## src/sv/lbscr_pkg.sv

```systemverilog
// Package: types, constants and helpers of the lpcm byte swap channel remap block
package lbscr_pkg;

    localparam int MAX_CHANNELS_DEF     = 8;
    localparam int MAX_SAMPLE_BYTES_DEF = 3;

    localparam int POS_W   = 5;   // frame position counter width
    localparam int SLOT_W  = 3;   // output slot index width
    localparam int SRC_W   = 3;   // one channel map field
    localparam int ORDER_W = 24;  // eight map fields
    localparam int QDEPTH  = 4;   // job queue entries

    // Configuration register indexes
    localparam logic [1:0] CFG_SAMPLE_BYTES  = 2'd0;
    localparam logic [1:0] CFG_CHANNEL_COUNT = 2'd1;
    localparam logic [1:0] CFG_CHANNEL_ORDER = 2'd2;

    localparam logic [1:0]         SAMPLE_BYTES_RST  = 2'd2;
    localparam logic [3:0]         CHANNEL_COUNT_RST = 4'd2;
    localparam logic [ORDER_W-1:0] CHANNEL_ORDER_RST = 24'hFAC688;

    typedef struct packed {
        logic [7:0] payload_byte;
        logic       end_of_packet;
    } t_in;

    typedef struct packed {
        logic [31:0] sample_word;
        logic        frame_last;
    } t_out;

    typedef struct packed {
        logic [1:0]         sample_bytes;
        logic [3:0]         channel_count;
        logic [ORDER_W-1:0] channel_order;
    } t_cfg;

    // One classified byte on its way to the back end
    typedef struct packed {
        logic [7:0]       data;
        logic [POS_W-1:0] pos;
        logic             wr;     // position lies inside the buffer
        logic             done;   // this byte completes a frame
    } t_job;

    // True when samples are 24-bit
    function automatic logic is_sb24(logic [1:0] sb, int max_sb);
        return (sb == 2'd3) && (max_sb >= 3);
    endfunction

    // Clamp the channel count to 1..max_ch
    function automatic logic [3:0] eff_ch(logic [3:0] ch, int max_ch);
        logic [3:0] r;
        r = ch;
        if (ch == 4'd0) begin
            r = 4'd1;
        end else if (int'(ch) > max_ch) begin
            r = 4'(max_ch);
        end
        return r;
    endfunction

    // Round the channel count up to even
    function automatic logic [3:0] pad_ch(logic [3:0] ch);
        return (ch + 4'd1) & 4'hE;
    endfunction

    // Frame length in bytes
    function automatic logic [POS_W-1:0] frame_len(logic [3:0] pad, logic sb24);
        return POS_W'({1'b0, pad} << 1) + (sb24 ? POS_W'(pad) : POS_W'(0));
    endfunction

endpackage

```

## src/sv/lbscr_front.sv

```systemverilog
// Front end: track frame position and classify each accepted payload byte
module lbscr_front #(
    parameter int MAX_CHANNELS     = lbscr_pkg::MAX_CHANNELS_DEF,
    parameter int MAX_SAMPLE_BYTES = lbscr_pkg::MAX_SAMPLE_BYTES_DEF
) (
    input  logic              i_clk,
    input  logic              i_rst_n,
    input  lbscr_pkg::t_cfg   i_cfg,
    input  logic              i_in_valid,
    output logic              o_in_ready,
    input  lbscr_pkg::t_in    i_in_data,
    input  logic              i_q_full,
    output logic              o_push,
    output lbscr_pkg::t_job   o_job
);
    localparam int PAD_CH    = (MAX_CHANNELS + 1) & 'hfe;
    localparam int BUF_BYTES = PAD_CH * MAX_SAMPLE_BYTES;

    logic [lbscr_pkg::POS_W-1:0] r_pos, n_pos, pos_inc, flen;
    logic [3:0]                  ch, pad;
    logic                        sb24, done;

    // Derive the frame length from the live configuration
    assign sb24 = lbscr_pkg::is_sb24(i_cfg.sample_bytes, MAX_SAMPLE_BYTES);
    assign ch   = lbscr_pkg::eff_ch(i_cfg.channel_count, MAX_CHANNELS);
    assign pad  = lbscr_pkg::pad_ch(ch);
    assign flen = lbscr_pkg::frame_len(pad, sb24);

    assign o_in_ready = !i_q_full;
    assign o_push     = i_in_valid && !i_q_full;

    // Classify the byte: where it goes and whether it closes the frame
    assign pos_inc = r_pos + 1'b1;
    assign done    = pos_inc >= flen;

    always_comb begin
        o_job.data = i_in_data.payload_byte;
        o_job.pos  = r_pos;
        o_job.wr   = int'(r_pos) < BUF_BYTES;
        o_job.done = done;
        n_pos      = r_pos;
        if (o_push) begin
            n_pos = (done || i_in_data.end_of_packet) ? '0 : pos_inc;
        end
    end

    // Advance the position on each transfer, back to zero at frame end or end of packet
    always_ff @(posedge i_clk) begin
        if (!i_rst_n) begin
            r_pos <= '0;
        end else begin
            r_pos <= n_pos;
        end
    end

endmodule

```

## src/sv/lbscr_fifo.sv

```systemverilog
// Job queue between the front end and the back end
module lbscr_fifo (
    input  logic            i_clk,
    input  logic            i_rst_n,
    input  logic            i_push,
    input  lbscr_pkg::t_job i_job,
    output logic            o_full,
    input  logic            i_pop,
    output logic            o_valid,
    output lbscr_pkg::t_job o_job
);
    localparam int PTR_W = $clog2(lbscr_pkg::QDEPTH);

    lbscr_pkg::t_job  r_slot [lbscr_pkg::QDEPTH];
    logic [PTR_W-1:0] r_wptr, r_rptr;
    logic [PTR_W:0]   r_cnt;
    logic             do_push, do_pop;

    assign o_full  = r_cnt == (PTR_W+1)'(lbscr_pkg::QDEPTH);
    assign o_valid = r_cnt != '0;
    assign o_job   = r_slot[r_rptr];
    assign do_push = i_push && !o_full;
    assign do_pop  = i_pop && o_valid;

    // Store the pushed job
    always_ff @(posedge i_clk) begin
        if (do_push) begin
            r_slot[r_wptr] <= i_job;
        end
    end

    // Move the pointers and the fill count
    always_ff @(posedge i_clk) begin
        if (!i_rst_n) begin
            r_wptr <= '0;
            r_rptr <= '0;
            r_cnt  <= '0;
        end else begin
            if (do_push) begin
                r_wptr <= r_wptr + 1'b1;
            end
            if (do_pop) begin
                r_rptr <= r_rptr + 1'b1;
            end
            if (do_push && !do_pop) begin
                r_cnt <= r_cnt + 1'b1;
            end else if (do_pop && !do_push) begin
                r_cnt <= r_cnt - 1'b1;
            end
        end
    end

endmodule

```

## src/sv/lbscr_back.sv

```systemverilog
// Back end: frame buffer, per-slot sample gather and the output register
module lbscr_back #(
    parameter int MAX_CHANNELS     = lbscr_pkg::MAX_CHANNELS_DEF,
    parameter int MAX_SAMPLE_BYTES = lbscr_pkg::MAX_SAMPLE_BYTES_DEF
) (
    input  logic              i_clk,
    input  logic              i_rst_n,
    input  lbscr_pkg::t_cfg   i_cfg,
    input  logic              i_job_valid,
    input  lbscr_pkg::t_job   i_job,
    output logic              o_pop,
    output logic              o_out_valid,
    input  logic              i_out_ready,
    output lbscr_pkg::t_out   o_out_data
);
    localparam int PAD_CH    = (MAX_CHANNELS + 1) & 'hfe;
    localparam int BUF_BYTES = PAD_CH * MAX_SAMPLE_BYTES;
    localparam int IDX_W     = $clog2(BUF_BYTES);

    localparam logic [2:0] S_IDLE  = 3'd0;
    localparam logic [2:0] S_SETUP = 3'd1;
    localparam logic [2:0] S_READ  = 3'd2;
    localparam logic [2:0] S_LAST  = 3'd3;
    localparam logic [2:0] S_EMIT  = 3'd4;

    logic [7:0]                   r_frame_mem [BUF_BYTES];
    logic [7:0]                   r_rdata;
    logic [2:0]                   r_state, n_state;
    logic [lbscr_pkg::SLOT_W-1:0] r_slot, n_slot;
    logic [IDX_W-1:0]             r_addr, n_addr;
    logic [1:0]                   r_left, n_left;
    logic                         r_pend, n_pend;
    logic [23:0]                  r_acc, n_acc;
    logic                         r_ovalid, n_ovalid;
    lbscr_pkg::t_out              r_out, n_out;

    logic                         sb24, out_free, last;
    logic [3:0]                   ch, pad;
    logic [lbscr_pkg::SRC_W-1:0]  src;
    logic [lbscr_pkg::POS_W-1:0]  base;
    logic [31:0]                  word;

    assign sb24 = lbscr_pkg::is_sb24(i_cfg.sample_bytes, MAX_SAMPLE_BYTES);
    assign ch   = lbscr_pkg::eff_ch(i_cfg.channel_count, MAX_CHANNELS);
    assign pad  = lbscr_pkg::pad_ch(ch);

    // Pick the source channel of the current slot and its first byte
    assign src  = i_cfg.channel_order[lbscr_pkg::SRC_W*r_slot +: lbscr_pkg::SRC_W];
    assign base = lbscr_pkg::POS_W'({2'b0, src} << 1)
                + (sb24 ? lbscr_pkg::POS_W'(src) : lbscr_pkg::POS_W'(0));
    assign last = ({1'b0, r_slot} + 4'd1) == ch;

    // Swap 16-bit samples into the low half, left-align 24-bit ones
    assign word = sb24 ? {r_acc, 8'h00} : {16'h0000, r_acc[15:0]};

    assign out_free    = !r_ovalid || i_out_ready;
    assign o_pop       = (r_state == S_IDLE) && i_job_valid;
    assign o_out_valid = r_ovalid;
    assign o_out_data  = r_out;

    // Frame buffer: write from the queue, registered read for the gather
    always_ff @(posedge i_clk) begin
        if (o_pop && i_job.wr) begin
            r_frame_mem[i_job.pos[IDX_W-1:0]] <= i_job.data;
        end
        r_rdata <= r_frame_mem[r_addr];
    end

    always_comb begin
        n_state  = r_state;
        n_slot   = r_slot;
        n_addr   = r_addr;
        n_left   = r_left;
        n_pend   = r_pend;
        n_acc    = r_acc;
        n_out    = r_out;
        n_ovalid = r_ovalid && !i_out_ready;
        case (r_state)
            // Take the next byte; start output on a finished frame
            S_IDLE: begin
                if (i_job_valid && i_job.done) begin
                    n_slot  = '0;
                    n_state = S_SETUP;
                end
            end
            // Resolve the slot: zero for an unmapped source, else gather bytes
            S_SETUP: begin
                n_acc  = '0;
                n_pend = 1'b0;
                if ({1'b0, src} >= pad) begin
                    n_state = S_EMIT;
                end else begin
                    n_addr  = base[IDX_W-1:0];
                    n_left  = sb24 ? 2'd3 : 2'd2;
                    n_state = S_READ;
                end
            end
            // Issue one address a cycle, shift in the byte read before
            S_READ: begin
                n_pend = 1'b1;
                n_left = r_left - 2'd1;
                if (r_pend) begin
                    n_acc = {r_acc[15:0], r_rdata};
                end
                if (r_left == 2'd1) begin
                    n_state = S_LAST;
                end else begin
                    n_addr = r_addr + 1'b1;
                end
            end
            // Shift in the final byte
            S_LAST: begin
                n_acc   = {r_acc[15:0], r_rdata};
                n_state = S_EMIT;
            end
            // Load the output register once it is free
            S_EMIT: begin
                if (out_free) begin
                    n_out.sample_word = word;
                    n_out.frame_last  = last;
                    n_ovalid          = 1'b1;
                    n_slot            = r_slot + 1'b1;
                    n_state           = last ? S_IDLE : S_SETUP;
                end
            end
            default: begin
                n_state = S_IDLE;
            end
        endcase
    end

    // Hold payload without reset
    always_ff @(posedge i_clk) begin
        r_addr <= n_addr;
        r_left <= n_left;
        r_pend <= n_pend;
        r_acc  <= n_acc;
        r_out  <= n_out;
    end

    always_ff @(posedge i_clk) begin
        if (!i_rst_n) begin
            r_state  <= S_IDLE;
            r_slot   <= '0;
            r_ovalid <= 1'b0;
        end else begin
            r_state  <= n_state;
            r_slot   <= n_slot;
            r_ovalid <= n_ovalid;
        end
    end

endmodule

```

## src/sv/lpcm_byte_swap_channel_remap.sv

```systemverilog
// Top level: big-endian LPCM frames in, remapped host sample words out
//
// Input channel: one payload byte per transfer with an end-of-packet flag.
// Bytes are collected into a frame of (channel count rounded up to even)
// times 2 or 3 bytes. On the byte that completes a frame, one sample word
// per real channel goes out, slot i taking the source channel named by
// map field i; frame_last marks the final sample of the frame.
// Configuration channel: register index and data, always ready; write it
// only while no frame is in flight.
// Throughput: non-completing bytes are taken one per cycle while the queue
// has room. Output of a frame is gathered one buffer byte per cycle through
// the single read port of the frame buffer; each mapped sample passes setup,
// read, last-byte and emit steps, and a sample whose source lies past the
// padded count goes from setup straight to emit as zero.
// A four-entry job queue sits between the byte side and the output side,
// so input keeps flowing while the output gather runs, until the queue fills.
// When the receiver stalls the output register holds its word and the
// gather waits; once the queue is full the input ready drops.
// Reset clears the frame position, the queue and the output valid, and
// loads the default configuration (16-bit, two channels, identity map).
module lpcm_byte_swap_channel_remap #(
    parameter int MAX_CHANNELS     = lbscr_pkg::MAX_CHANNELS_DEF,
    parameter int MAX_SAMPLE_BYTES = lbscr_pkg::MAX_SAMPLE_BYTES_DEF
) (
    input  logic                              i_clk,
    input  logic                              i_rst_n,
    input  logic                              i_in_valid,
    output logic                              o_in_ready,
    input  lbscr_pkg::t_in                    i_in_data,
    output logic                              o_out_valid,
    input  logic                              i_out_ready,
    output lbscr_pkg::t_out                   o_out_data,
    input  logic                              i_cfg_valid,
    output logic                              o_cfg_ready,
    input  logic [1:0]                        i_cfg_index,
    input  logic [lbscr_pkg::ORDER_W-1:0]     i_cfg_data
);
    lbscr_pkg::t_cfg r_cfg;
    lbscr_pkg::t_job push_job, head_job;
    logic            q_full, push, pop, head_valid;

    assign o_cfg_ready = 1'b1;

    // Write configuration registers; unknown indexes are dropped
    always_ff @(posedge i_clk) begin
        if (!i_rst_n) begin
            r_cfg.sample_bytes  <= lbscr_pkg::SAMPLE_BYTES_RST;
            r_cfg.channel_count <= lbscr_pkg::CHANNEL_COUNT_RST;
            r_cfg.channel_order <= lbscr_pkg::CHANNEL_ORDER_RST;
        end else if (i_cfg_valid) begin
            case (i_cfg_index)
                lbscr_pkg::CFG_SAMPLE_BYTES:  r_cfg.sample_bytes  <= i_cfg_data[1:0];
                lbscr_pkg::CFG_CHANNEL_COUNT: r_cfg.channel_count <= i_cfg_data[3:0];
                lbscr_pkg::CFG_CHANNEL_ORDER: r_cfg.channel_order <= i_cfg_data;
                default: begin
                end
            endcase
        end
    end

    lbscr_front #(
        .MAX_CHANNELS     (MAX_CHANNELS),
        .MAX_SAMPLE_BYTES (MAX_SAMPLE_BYTES)
    ) u_front (
        .i_clk      (i_clk),
        .i_rst_n    (i_rst_n),
        .i_cfg      (r_cfg),
        .i_in_valid (i_in_valid),
        .o_in_ready (o_in_ready),
        .i_in_data  (i_in_data),
        .i_q_full   (q_full),
        .o_push     (push),
        .o_job      (push_job)
    );

    lbscr_fifo u_fifo (
        .i_clk   (i_clk),
        .i_rst_n (i_rst_n),
        .i_push  (push),
        .i_job   (push_job),
        .o_full  (q_full),
        .i_pop   (pop),
        .o_valid (head_valid),
        .o_job   (head_job)
    );

    lbscr_back #(
        .MAX_CHANNELS     (MAX_CHANNELS),
        .MAX_SAMPLE_BYTES (MAX_SAMPLE_BYTES)
    ) u_back (
        .i_clk       (i_clk),
        .i_rst_n     (i_rst_n),
        .i_cfg       (r_cfg),
        .i_job_valid (head_valid),
        .i_job       (head_job),
        .o_pop       (pop),
        .o_out_valid (o_out_valid),
        .i_out_ready (i_out_ready),
        .o_out_data  (o_out_data)
    );

endmodule

```

## config.mk

```make
export PLATFORM = sky130hd
export DESIGN_NAME = lpcm_byte_swap_channel_remap
export DESIGN_NICKNAME = d
export VERILOG_FILES = /design/src/sv/lbscr_pkg.sv /design/src/sv/lbscr_front.sv /design/src/sv/lbscr_fifo.sv /design/src/sv/lbscr_back.sv /design/src/sv/lpcm_byte_swap_channel_remap.sv
export SDC_FILE = /design/constraint.sdc
export NUM_CORES = 1
export LEC_CHECK = 0
export BUFFER_PORTS_ARGS = -buffer_cell sky130_fd_sc_hd__buf_4
export CAP_MARGIN = 5
export CORE_MARGIN = 3
export CORE_UTILIZATION = 40
export CTS_CLUSTER_SIZE = 20
export DETAILED_ROUTE_END_ITERATION = 16
export SKIP_CTS_REPAIR_TIMING = 1
export SLEW_MARGIN = 30
export SYNTH_ARGS = -nofsm -noshare
export SYNTH_HDL_FRONTEND = slang
export SYNTH_SLANG_ARGS = --single-unit
export TNS_END_PERCENT = 100
```

## constraint.sdc

```tcl
create_clock -name i_clk -period 3.1 [get_ports i_clk]
set_input_delay 0.31 -clock i_clk [delete_from_list [all_inputs] [get_ports i_clk]]
set_output_delay 0.31 -clock i_clk [all_outputs]
set_load 0.01 [all_outputs]
```

# == After elaboration in Yosys (flattened, before gate mapping) ==
# Memory sizes are Yosys's and may differ from the RTL's. A register that Yosys moved wholly into a read port is not among the register bits.
# Cells that the tools add are included.
# totals
register_bits,114
latchBits,0
mem_bits_rw,252
mem_bits_ro,0
inputBits,40
output_inout_bits,36
wordCells,121
mem_count,2
# op_classes
n_addsub,12
n_mul,1
n_div,0
n_lt_le_gt_ge,4
eq_ne,16
n_shift,1
mux,34
n_bitwise,0
reduce_logical,33
# mem_list
memory,words,word_bits,rd,rd_clocked_by_memory_dff,write_ports,line,rtl
u_back.r_frame_mem,24,8,1,1,1,lbscr_back.sv:26,logic [7:0] r_frame_mem [BUF_BYTES];
u_fifo.r_slot,4,15,1,1,1,lbscr_fifo.sv:14,lbscr_pkg::t_job r_slot [lbscr_pkg::QDEPTH];
# op_table
operator,n
24-bit one-hot mux with 3 select lines,1
3-bit 2-to-1 mux,9
24-bit 2-to-1 mux,1
24-bit by 6-bit variable part select with 3-bit output,1
16-bit 2-to-1 mux,1
5-bit 2-to-1 mux,3
3-bit one-hot mux with 5 select lines,1
4-bit 2-to-1 mux,3
2-bit AND reduction,6
"5-bit by 1-bit adder with 5-bit output, second input constant",2
5-bit one-hot mux with 2 select lines,1
1-bit logical AND,9
3-bit AND reduction,3
1-bit 2-to-1 mux,8
"3-bit by 1-bit adder with 3-bit output, second input constant",2
"3-bit by 2-bit equality test with 1-bit output, second input constant",2
"3-bit equality test, second input constant",2
2-bit 2-to-1 mux,3
"2-bit by 1-bit inequality test with 1-bit output, second input constant",3
"2-bit inequality test, second input constant",3
3-bit one-hot mux with 2 select lines,1
2-bit nonzero test,3
3-bit nonzero test,2
4-bit by 5-bit adder with 5-bit output,1
22 further kinds,30

# == Depth between registers and ports, before layout ==
# depth
ltp_word,9
depth_mapped,16
ltp_nobuf,15

# == By module ==
# Synthesis repeated with hierarchy kept, for this count alone.
# hier_totals
cells_unflattened,946
hier_area_um2,15564.9
# by_module_without_submodules
mod,n_inst,cells_each,area_each_um2,seq_area_each_um2
lbscr_back,1,620,11075.6,8017.7
lbscr_fifo,1,126,2666.3,1981.9
lpcm_byte_swap_channel_remap,1,132,1251.2,600.6
lbscr_front,1,68,571.8,100.1

# == Least setup slack after synthesis ==
# OpenSTA, ideal clock, no wires.
# synth_path
path_kind,flip-flop to flip-flop
startpoint,register r_cfg[25] (netlist name)
endpoint,register u_front.r_pos[2] (netlist name)
setup_ns,0.058
t_arrival_ns,2.937
t_required_ns,3.042
path_slack_ns,0.105
path_stages_with_launch,17
path_buffers,1
period_less_slack_ns,2.995
cell_sequence,dfxtp_1 -> clkbuf_1 -> nor2_1 -> nor2_1 -> nor2_1 -> ha_1 -> xnor2_1 -> nor2_1 -> ha_1 -> fa_1 -> inv_1 -> ha_1 -> a21oi_1 -> o21ai_0 -> a211o_1 -> a21oi_1 -> a31o_2
# synth_between
elab_chain_len,9
word_cells_on_any_way,10
# synth_rtl
item,line,rtl
"start, declared",lpcm_byte_swap_channel_remap.sv:38,lbscr_pkg::t_cfg r_cfg;
4-bit greater-than comparator,lbscr_pkg.sv:57,end else if (int'(ch) > max_ch) begin
4-bit 2-to-1 mux,lbscr_pkg.sv:57,
4-bit 2-to-1 mux (*),lbscr_pkg.sv:55,if (ch == 4'd0) begin
4-bit by 1-bit adder with 4-bit output (*),lbscr_pkg.sv:65,return (ch + 4'd1) & 4'hE;
4-bit 2-to-1 mux,lbscr_pkg.sv:70,"return POS_W'({1'b0, pad} << 1) + (sb24 ? POS_W'(pad) : POS_W'(0));"
5-bit adder (*),lbscr_pkg.sv:70,
5-bit >= comparator (*),lbscr_front.sv:34,assign done = pos_inc >= flen;
1-bit logical OR (*),lbscr_front.sv:43,n_pos = (done || i_in_data.end_of_packet) ? '0 : pos_inc;
5-bit 2-to-1 mux (*),lbscr_front.sv:43,
"end signal, assigned",lbscr_front.sv:52,r_pos <= n_pos;
"end, declared",lbscr_front.sv:19,"logic [lbscr_pkg::POS_W-1:0] r_pos, n_pos, pos_inc, flen;"
# Every way passes the cells marked *; elsewhere a longest branch is shown, timed or not.
# A chain may end at the register's enable or synchronous reset.

# == Final worst setup path ==
# layout_path
startpoint,register r_cfg[25] (netlist name)
endpoint,register u_front.r_pos[4] (netlist name)
# The elaborated chain is that of the path after synthesis.

==> impl_metrics.ini <==
[clocking]
cts.sinks = 376
cts_buffers = 40
cts-root-buf = clkbuf_16
clock_latency_ns = 0.53
cts_tree = yes
clk_pin_slew_ns = 0.06
cts_buffer_depth = 3
htree_levels = 2

[power_and_ir_drop]
ir_worst_vdd_uv = 521
p_seq_frac = 0.469
p_total_uw = 14600
pwr-share-clk = 0.306
p_leak_uw = 0.00629
power_density_mw_per_mm2 = 813
switching_power_uw = 4060
switching_share = 0.279
cell_internal_pwr_uw = 10500
comb_power_share = 0.225

[synth]
synth_warnings = 0
synth_flop_cell = edfxtp_1
synthTopCellsByCount = edfxtp_1, nand2_1, mux4_2
synth_top_cell_by_area = edfxtp_1
netlist-cell-type-count = 53
synth_top_area_frac = 0.627
synth.most_common_cell = edfxtp_1
synthArstFlopShare = 0
synth_sequential_area_ratio = 0.705
synth_edf_count = 317
synth_cells = 910
synth_nets = 972
syn-mean-instance-area_um2 = 16.7
synth_area_leaders = edfxtp_1, mux4_2, dfxtp_1
synth_area_mm2 = 0.0152
ys_ff_latch = 376

[sta]
fmax_ghz = 0.353
setup_viol = 0
finalHoldViolCount = 0
tightestPinTransition_ns = 0.928
rsz0062_at_grt = true
fin_crit_sh = 0.915
fin_skew_ns = 0.0127
drv_slew = 0
maxSlewHeadroom = 0.380
worst_hold_slack_ns = 0.0101
post-route-min-period_ns = 2.84

[route]
dr.pass1.iters = 4
drt_iter0_drc = 531
routed_via_density = 5.08
routed_wl_um = 29800
wl_per_cell_um = 19.0
antenna_left = 0
vias = 7977
drcViolationCount = 0

[die]
ios = 76
core-area_mm2 = 0.0370
start_util = 0.411
die_h_um = 201
row_count = 70
dieWidth_um = 201
fp.dieArea_mm2 = 0.0403

[layout]
synthToLayoutAreaGrowth_pct = 18.0
final_area_mm2 = 0.0179
finalNonFillerCells = 1571
fin_util = 0.484
diodes = 0
fill_cells = 3153
layout.nets = 1101
drive_gt1_frac = 0.274

[global_route]
grt_pass1_wl_um = 47200
gr-total-overflow = 0
grt_antenna_before_repair = 0
grt_max_degree = 35
first_global_vias = 8229
grtUsageTotal = 0.148

[run_status]
status = completed

[worst_hold_path]
hold_class = input pin to register

[flow_run]
maxCapViolations = 0

[place]
gp_congestion = 0.775
portBuffers = 74
dpl_cell_area_mm2 = 0.0165
dp_cells = 1486
dpl.hpwl_um = 19100

[setup_path]
crit_required_ns = 3.57
path_max_fanout = 5
critPathKind = register to register
critical_path.startpoint_type = register
cp-end-kind = register
critPathArrivalTime_ns = 3.30
[cell families (layout without fill, tap and decap cells)]
logic type / after synthesis / after routing / share of synthesized area
AOI/OAI and AO/OA: 82 / 82 / 0.0368
other: 1 / 1 / 0.000247
adders and majority gates: 22 / 22 / 0.0196
xor gates and xnor gates: 16 / 16 / 0.00924
and+or+nand+nor: 249 / 249 / 0.0861
muxes: 96 / 96 / 0.122
DFF: 376 / 376 / 0.705
buffers and inverters: 68 / 225 / 0.0213
[flip-flops by register name (all words and copies together), names as in the netlist, named ones only]
name	cells
u_fifo.r_rptr	2
u_back.r_pend	1
u_back.o_out_valid	1
u_front.r_pos	5
u_back.o_out_data	33
u_back.r_addr	5
u_back.r_acc	24
u_fifo.r_wptr	2
u_back.r_left	2
u_back.r_rdata	8
u_back.r_state	3
u_fifo.r_slot	60
u_back.r_slot	3
r_cfg	30
u_fifo.r_cnt	3
u_back.r_frame_mem	192
[final timing paths]
path                            slack [ns]  depth (start not counted)                    from                       endpoint
worst max-delay path                  0.26                         15  r_cfg[25]$_SDFFE_PN1P_  u_front.r_pos[4]$_SDFFE_PN0P_
worst min-delay path                  0.01                          3          i_cfg_data[19]         r_cfg[19]$_SDFFE_PN1P_
worst max register to register        0.26                         15  r_cfg[25]$_SDFFE_PN1P_  u_front.r_pos[4]$_SDFFE_PN0P_
worst min register to register        0.47                          2  r_cfg[22]$_SDFFE_PN1P_         r_cfg[22]$_SDFFE_PN1P_
[per-stage QoR]
| stage | setup WS, ns | setup TNS (ns) |
|---|---|---|
| floorplan | 0.105 | 0 |
| CTS | 0.0632 | 0 |
| detailed placement | 0.112 | 0 |
| global placement | 0.120 | 0 |
| finish | 0.264 | 0 |
| global route | -0.00818 | -0.0131 |
[power groups by stage]
stage	clock (µW)	sequential [µW]	combinational (µW)
after global routing	4780	6900	3600
final	4460	6830	3270
after global placement	0	6940	3250
after CTS	4570	6840	3330
after detailed placement	0	6940	3330
after floorplan	0	6810	2280
[cells in the final DEF (no fill, tap or decap), types with 3 or more instances in the layout]
master,Yosys,final
a21o_1,10,10
mux2_2,16,16
and3_1,21,21
xnor2_1,9,8
a221oi_1,8,8
buf_4,3,120
nor3_1,4,4
and2_1,37,37
nand3b_1,7,7
nand3_1,26,26
fa_1,3,3
clkbuf_16,0,41
clkbuf_1,29,6
a31o_2,3,3
nor2b_1,11,11
clkbuf_8,0,8
a21boi_0,17,17
edfxtp_1,317,317
mux4_2,69,69
inv_1,18,18
clkinv_1,0,5
nand2b_1,7,7
nor2_1,37,35
a22oi_1,8,8
dfxtp_1,59,56
dlygate4sd3_1,0,15
o21ai_0,11,10
mux2i_1,11,11
a21oi_1,17,16
clkinv_2,0,6
nor2_2,6,7
ha_1,19,17
nand2_1,74,74
xor2_1,7,7
a31oi_1,3,3
nand4b_1,3,3
[cell type report]
class,count,area (µm²),share of cell area
Sequential cell,376,10700,0.598
Clock buffer,56,1160,0.0650
Multi-Input combinational cell,466,4180,0.233
Inverter,18,67.6,0.00377
Timing Repair Buffer,137,1090,0.0607
Clock inverter,14,73.8,0.00412
Tap cell,504,631,0.0352
[worst max-delay path: stages (launching register included)]
cell and delay, ns:
dfxtp_4 0.36, nor2_4 0.11, nor2_1 0.04, nor2_1 0.10, ha_2 0.20, xnor2_2 0.12
nor2_1 0.07, ha_2 0.18, fa_1 0.49, inv_1 0.05, ha_1 0.28, a21oi_1 0.14
o21ai_1 0.09, a211o_1 0.32, nand2b_1 0.16, nand2_1 0.05
[metal layers]
layer | track usage | vias up | wire, µm
li1 | - | 3733 | -
met1 | 0.206 | 4038 | 13700
met2 | 0.240 | 161 | 14200
met3 | 0.0269 | 45 | 1190
met4 | 0.0459 | 0 | 690
met5 | 0 | - | 0
No activity file was read; power rests on OpenSTA's default activity.
